--- src/rtl/core/slt_pkg.sv ---
// ----------------------------------------------------------------------------
// Sorted list table package
// Shared types and constants for the sorted table and its cell row.
// ----------------------------------------------------------------------------
package slt_pkg;

   localparam int VALUE_W = 32;
   localparam int POS_W   = 7;
   localparam int COUNT_W = 8;

   localparam logic [1:0] CMD_INSERT = 2'd0;
   localparam logic [1:0] CMD_SEARCH = 2'd1;
   localparam logic [1:0] CMD_REMOVE = 2'd2;

   typedef enum logic [1:0] {
      ST_OK      = 2'd0,
      ST_FULL    = 2'd1,
      ST_MISSING = 2'd2
   } status_type;

   typedef enum logic {
      SLT_IDLE,
      SLT_UPDATE
   } state_type;

   typedef struct packed {
      logic [1:0]                command;
      logic signed [VALUE_W-1:0] value;
   } req_type;

   typedef struct packed {
      status_type         status;
      logic [POS_W-1:0]   position;
      logic [COUNT_W-1:0] count_after;
   } rsp_type;

   // Broadcast to every cell in the update cycle.
   typedef struct packed {
      logic                      shift_up;
      logic                      shift_down;
      logic signed [VALUE_W-1:0] value;
   } cell_ctrl_type;

endpackage

--- src/rtl/core/slt_cell.sv ---
// ----------------------------------------------------------------------------
// Sorted list table cell
// Holds one table slot, compares it against the broadcast key and shifts
// toward either neighbor when the table opens or closes a gap.
// ----------------------------------------------------------------------------
module slt_cell import slt_pkg::*; #(
   parameter int INDEX = 0,
   parameter int CNT_W = 8
) (
   input  logic                      clock,
   input  logic                      cmp_en,
   input  logic signed [VALUE_W-1:0] key,
   input  logic [CNT_W-1:0]          count,
   input  cell_ctrl_type             ctrl,
   input  logic signed [VALUE_W-1:0] left_entry,
   input  logic                      left_open,
   input  logic signed [VALUE_W-1:0] right_entry,
   output logic signed [VALUE_W-1:0] entry,
   output logic                      le,
   output logic                      lt,
   output logic                      eq
);

   logic signed [VALUE_W-1:0] entry_ff, entry_in;
   logic                      le_ff, lt_ff, eq_ff;
   logic                      le_in, lt_in, eq_in;
   logic                      slot_valid;

   assign slot_valid = CNT_W'(INDEX) < count;

   always_comb begin
      le_in = le_ff;
      lt_in = lt_ff;
      eq_in = eq_ff;
      if (cmp_en) begin
         le_in = slot_valid && (entry_ff <= key);
         lt_in = slot_valid && (entry_ff <  key);
         eq_in = slot_valid && (entry_ff == key);
      end
   end

   // On insert, every slot past the insert point takes its left neighbor;
   // the slot at the insert point itself takes the new value.
   always_comb begin
      entry_in = entry_ff;
      priority if (ctrl.shift_up) begin
         priority if (left_open) begin
            entry_in = left_entry;
         end else if (!le_ff) begin
            entry_in = ctrl.value;
         end else begin
            entry_in = entry_ff;
         end
      end else if (ctrl.shift_down && !lt_ff) begin
         entry_in = right_entry;
      end else begin
         entry_in = entry_ff;
      end
   end

   always_ff @(posedge clock) begin
      entry_ff <= entry_in;
      le_ff    <= le_in;
      lt_ff    <= lt_in;
      eq_ff    <= eq_in;
   end

   assign entry = entry_ff;
   assign le    = le_ff;
   assign lt    = lt_ff;
   assign eq    = eq_ff;

endmodule

--- config.mk ---
export PLATFORM = sky130hd
export DESIGN_NAME = slt_cell
export DESIGN_NICKNAME = d
export VERILOG_FILES = /design/src/rtl/core/slt_pkg.sv /design/src/rtl/core/slt_cell.sv
export SDC_FILE = /design/constraint.sdc
export NUM_CORES = 1
export LEC_CHECK = 0
export ABC_AREA = 1
export BUFFER_PORTS_ARGS = -buffer_cell sky130_fd_sc_hd__buf_2
export CAP_MARGIN = 5
export CELL_PAD_IN_SITES_DETAIL_PLACEMENT = 1
export CELL_PAD_IN_SITES_GLOBAL_PLACEMENT = 1
export CORE_MARGIN = 4
export CORE_UTILIZATION = 28
export CTS_CLUSTER_DIAMETER = 120
export DETAILED_ROUTE_END_ITERATION = 12
export MAX_ROUTING_LAYER = met4
export PLACE_DENSITY = 0.82
export SLEW_MARGIN = 25
export SYNTH_ARGS = -nofsm -noshare
export SYNTH_HDL_FRONTEND = slang
export SYNTH_SLANG_ARGS = --single-unit
--- constraint.sdc ---
create_clock -name clock -period 2.8 [get_ports clock]
set_input_delay 0 -clock clock [delete_from_list [all_inputs] [get_ports clock]]
set_output_delay 0 -clock clock [all_outputs]
set_load 0.05 [all_outputs]
Word-level counts from Yosys, hierarchy flattened
Index checks and enable logic that the tools add are counted. W data, S select, Z words.

ROM bits: 0. Register bits after elaboration: 35. Output and inout port bits: 35. Word-level logic and storage cells: 20. Bits of input ports: 141. Memories kept: 0. Bits in writable memories: 0. Latch bits: 0.

Multiplexer cells: 4. Bitwise operators: 0. Equal/unequal tests: 2. Shift-type cells: 0. Divide/modulo/power cells: 0. Magnitude comparators: 3. Reductions and logical operators: 7. Multiply operators: 0. $add $sub $neg: 0.

Operators by type and width (count): $mux W32 (4); $eq A32 B32 Y1 (1); $le A32 B32 Y1 (1); $lt A32 B32 Y1 (1); $lt A1 B8 Y1 const A (1); $logic_and A1 B1 Y1 (4); $ne A3 B3 Y1 const B (1); $reduce_and A2 Y1 (1); $reduce_bool A2 Y1 (1); $logic_not A1 Y1 (1).

Depth between registers and ports, before layout
Word-level depth: 4. Gate-level depth with buffers: 16. Gate-level depth less buffers: 16.

Worst setup path before layout
Ideal clock, no wire load.

Kind: register to register. Start point: reg lt_ff (netlist: lt). End point: reg entry_ff[0] (netlist: entry[0]) (enable). Clock period less this slack: 2.877 ns. Arrival: 2.436 ns. Library setup time: 0.441 ns. Slack: -0.077 ns. Path buffers: 0. Cell stages (with the launch flop): 4. Data required time: 2.359 ns. Cells stage by stage: edfxtp_1 -> inv_1 -> a21oi_1 -> a31oi_1.

Cells in the longest elaborated chain, start to end: 4.

RTL lines: start, declared (RTL line slt_cell.sv:25) `logic le_ff, lt_ff, eq_ff;`; start signal, assigned (RTL line slt_cell.sv:64) `lt_ff <= lt_in;`; $logic_not A1 Y1 (RTL line slt_cell.sv:54) `end else if (ctrl.shift_down && !lt_ff) begin`; $logic_and A1 B1 Y1 (RTL line slt_cell.sv:54); $reduce_bool A2 Y1 (no source line); $reduce_and A2 Y1 (no source line); end signal, assigned (RTL line slt_cell.sv:62) `entry_ff <= entry_in;`; end, declared (RTL line slt_cell.sv:24) `logic signed [VALUE_W-1:0] entry_ff, entry_in;`.

Every way passes these cells. A chain may end at the register's enable or synchronous reset.

Final worst setup path
Start point: reg entry_ff[31] (netlist: entry[31]). End point: reg le_ff (netlist: le) (data pin).

Cells in the longest elaborated chain, start to end: 2.

RTL lines: $le A32 B32 Y1 (RTL line slt_cell.sv:36) `le_in = slot_valid && (entry_ff <= key);`; $logic_and A1 B1 Y1 (RTL line slt_cell.sv:36); end signal, assigned (RTL line slt_cell.sv:63) `le_ff <= le_in;`; end, declared (RTL line slt_cell.sv:25).

Every way passes these cells.

==> impl_summary.md <==
STA
The relative max-transition margin is about three fifths. The highest achievable clock rate is roughly 0.54 GHz. At the pin with the least slew margin, the transition time is between 0.6 and 0.7 ns. Between clock sinks in the finished design, the worst skew comes to 0.0131 ns. The final-layout setup total negative slack is 0 ns. The final clock period utilization by the worst path is 66.7%.

Setup repair after global routing left no endpoint under its margin. The max-slew violation count is 0. The number of hold-slack violations in the final timing report was 0. Setup violations remaining at the end of the flow were counted as 0. After layout, the minimum clock period comes to 1.87 ns.

Synth
The proportion of synthesized chip area in sequential cells is between 40% and 50%. The number of nets produced by synthesis is 503. For this run, the leading register cell type out of synthesis is sky130_fd_sc_hd__edfxtp_1. The fraction of synthesis flops using an asynchronous set or reset pin is 0%.

The instance count of the mapped netlist is 330. The total of warnings raised by yosys is 0. The number of different library cells used by synthesis comes to 22. Synthesis inferred 35 register bits. After synthesis the cells add up to 2610 um2. In this run the mean area of a mapped cell was 7.91 um2. The number of synthesized flops with an enable pin is 35.

Critical path
For the worst setup path, the data required time is about 2.9 ns. The biggest cell delay along the critical path is about 0.40 ns. The start-to-end type of the worst setup path is reg -> reg. The signal on the critical path passes through ha_1, nand2_1, nor2_2, nand2_2, nor4_4, nand2_1, nand2_1, nand2_1, nand3_2, nand2_1. For this design, the slowest cell found on the critical path is sky130_fd_sc_hd__edfxtp_1.

STA classifies the critical path startpoint as a flop. The dominant cell type by count on the critical path is sky130_fd_sc_hd__nand2_1. The arrival time of the worst setup path is ~1.9 ns. Counting both buffers and inverters, the worst setup path holds a total of 0. Along the worst path, the maximum fanout reaches 4. The worst setup path is captured at a flop. Among cell families on the critical path, the largest total delay comes from simple AND/OR/NAND/NOR gates.

Finish
The layout has 1149 filler cells. The final layout contains a little under 700 nets. The utilization after layout is 42.1%. Of the cells placed in the final design, the portion with a size suffix greater than 1 is around 40%. From synthesis to final layout, the design area changed by 43.6%.

Clock tree
No sink is reached through more buffers than the 2 on the longest clock path. The root buffer cell chosen for the clock tree is sky130_fd_sc_hd__clkbuf_8. For this design, the sink count on the clock tree is 35. The number of H-tree levels is 2. In this run the post-CTS setup repair buffer count came out at 0. Clock-pin slew was measured on the worst setup and hold paths at roughly 0.080 ns. The clock tree from TritonCTS is built. For the worst-skew pair, the clock arrives at the later sink with an insertion delay of 0.29 ns. The number of buffers created by CTS is 5.

GRT
The number of antenna violations at the first check in global routing is 1. Global routing consumed, on the met2 layer, 32.8% of the routing resources. The peak-usage layer in the global routing report is met2. Entering global routing, the biggest net connects 33 pins. The aggregate global-route resource usage is 17.7%. The first global-routing pass estimated 15100 um of wire. Global routing used 3.72% of the available met3 tracks. Summed over all layers, the global routing overflow is 0. The number of global-route vias before repair is ~3200. The global routing met1 resource utilization is about a fifth.

Die
The initial standard-cell utilization of the core is 29.3%. The core region is 8890 um2. The boundary pin count is 176. Row generation in the floorplan step produced 34 rows.

In this run the vertical extent of the chip is 105 um. The floorplan step defined a die boundary enclosing 10900 um2. The width of the die is 105 um.

Power
The sequential share of power is 39.5%. The combinational group share of total power is 39.8%. Internal power comes to 1.05 mW. Of the total power, the share spent switching nets is 39.5%. The analysis attributes to cell leakage a power of 1.99 nW. Summed over all nets, the switching power comes to 688 uW. The clock network burns approximately a fifth of the power.

The power per cell area is 465 nW/um2. Across the VDD grid, the largest voltage drop is 0.163 mV.

Drt
The number of search-and-repair iterations in the first detailed-routing pass is 4. After detailed routing, the average wire length per cell comes to 15.5 um. The detailed-route DRC error count is 0.

Dividing the detail-routed via count by the number of cells gives 4.77. The number of vias in the routed layout is 2950. The initial DRC count is 75. The remaining number of nets flagged by the antenna check after routing is 0. The final layout contains routed wiring with a total length of 9570 um.

Place
The HPWL after detailed placement is 7860 um. Input and output buffers added on the ports amount to roughly 180. The placer's final routability congestion estimate is between 0.7 and 0.8.

Job
The number of maximum-capacitance constraint violations is 0.

Run status
The flow ran to the end, and the final reports show no timing, DRC or antenna violations.

Worst hold path
The tightest min-delay check is of the in -> reg type.
per-stage QoR:
step           worst slack, ns  hold slack, ns  instance area (um2)  std cells  power (mW)
5_1_grt                  0.764          0.0213                 3750        618        1.86
3_3_place_gp              1.02           0.247                 3620        605        1.37
4_1_cts                  0.907        0.000915                 3740        617        1.77
2_1_floorplan            0.579           0.112                 2620        330        1.15
3_5_place_dp             0.919           0.257                 3620        605        1.40
6_report                 0.933         0.00781                 3750        618        1.74
path summary, 6_finish.rpt:
kind | from | to | slack (ns) | cells past startpoint
setup / recovery | entry[31] | le | 0.93 | 10
hold / removal | right_entry[7] | entry[7] | 0.008 | 3
setup reg to reg | entry[31] | le | 0.93 | 10
hold reg to reg | entry[31] | lt | 0.89 | 4
area by class of cell:
class | count | area (um2) | share of cell area [%]
Clock buffer | 5 | 68.8 | 1.84
Antenna cell | 1 | 2.50 | 0.0668
Multi-Input combinational cell | 238 | 1360 | 36.3
Tap cell | 108 | 135 | 3.61
Sequential cell | 35 | 1050 | 28.1
Clock inverter | 3 | 15.0 | 0.401
Inverter | 45 | 169 | 4.51
Timing Repair Buffer | 183 | 946 | 25.3
power by group through the flow:
stage	combinational [mW]	sequential, mW	clock, mW
2_1_floorplan	0.241	0.904	0
3_3_place_gp	0.671	0.697	0
3_5_place_dp	0.699	0.701	0
4_1_cts	0.706	0.689	0.376
5_1_grt	0.762	0.696	0.399
6_report	0.694	0.688	0.361
kinds of logic (layout without fill, tap and decap cells):
logic type | Yosys count | in the layout | share of synthesized area, %
AND/OR/NAND/NOR | 121 | 121 | 19.5
AO/OA/AOI/OAI | 85 | 85 | 16.7
buffers and inverters | 57 | 236 | 8.20
flip-flops | 35 | 35 | 40.3
adder cells (fa/ha/maj) | 32 | 32 | 15.3
other | 0 | 1 | 0
cell usage after synthesis (2+ instances only):
| library cell | n | share of area [%] |
|---|---|---|
| sky130_fd_sc_hd__nand4_1 | 2 | 0.48 |
| sky130_fd_sc_hd__clkbuf_1 | 12 | 1.7 |
| sky130_fd_sc_hd__ha_1 | 32 | 15 |
| sky130_fd_sc_hd__o21ai_1 | 60 | 12 |
| sky130_fd_sc_hd__nand2_1 | 68 | 9.8 |
| sky130_fd_sc_hd__edfxtp_1 | 35 | 40 |
| sky130_fd_sc_hd__nor2_2 | 2 | 0.48 |
| sky130_fd_sc_hd__inv_2 | 5 | 0.72 |
| sky130_fd_sc_hd__nand3_1 | 4 | 0.77 |
| sky130_fd_sc_hd__inv_1 | 40 | 5.8 |
| sky130_fd_sc_hd__nor4_1 | 2 | 0.48 |
| sky130_fd_sc_hd__o21ai_0 | 6 | 1.2 |
| sky130_fd_sc_hd__a21oi_1 | 15 | 2.9 |
| sky130_fd_sc_hd__nor2_1 | 39 | 5.6 |
cell usage in the layout (no fill, tap or decap), drive strengths merged:
cell / n
a21o: 1
a21oi: 15
a31oi: 1
buf: 179
clkbuf: 5
clkinv: 2
clkinvlp: 1
diode: 1
dlygate4sd3: 4
edfxtp: 35
ha: 32
inv: 45
nand2: 70
nand3: 5
nand4: 2
nor2: 41
nor4: 3
o21a: 2
o21ai: 66
sequential cells by signal, summed over array words and instances (netlist names):
name / count
lt: 1
entry: 32
eq: 1
le: 1
what timing repair did:
| item | CTS | global route |
|---|---|---|
| hold buffers | 4 | 0 |
| hold endpoints to repair | 6 | 0 |
| gates resized for setup | 0 | 0 |
worst reg2reg max path: cells and delay by family (launching register included):
family	cells	cell delay, ns
fa+ha+maj	1	0.36
flops	1	0.40
simple gates	9	0.88
routing by layer:
layer,up-vias,wire (um)
li1,1460,-
met1,1369,3780
met2,113,5030
met3,8,683
met4,0,78
met5,-,0
Note: power is estimated with default switching activity, not from simulation.
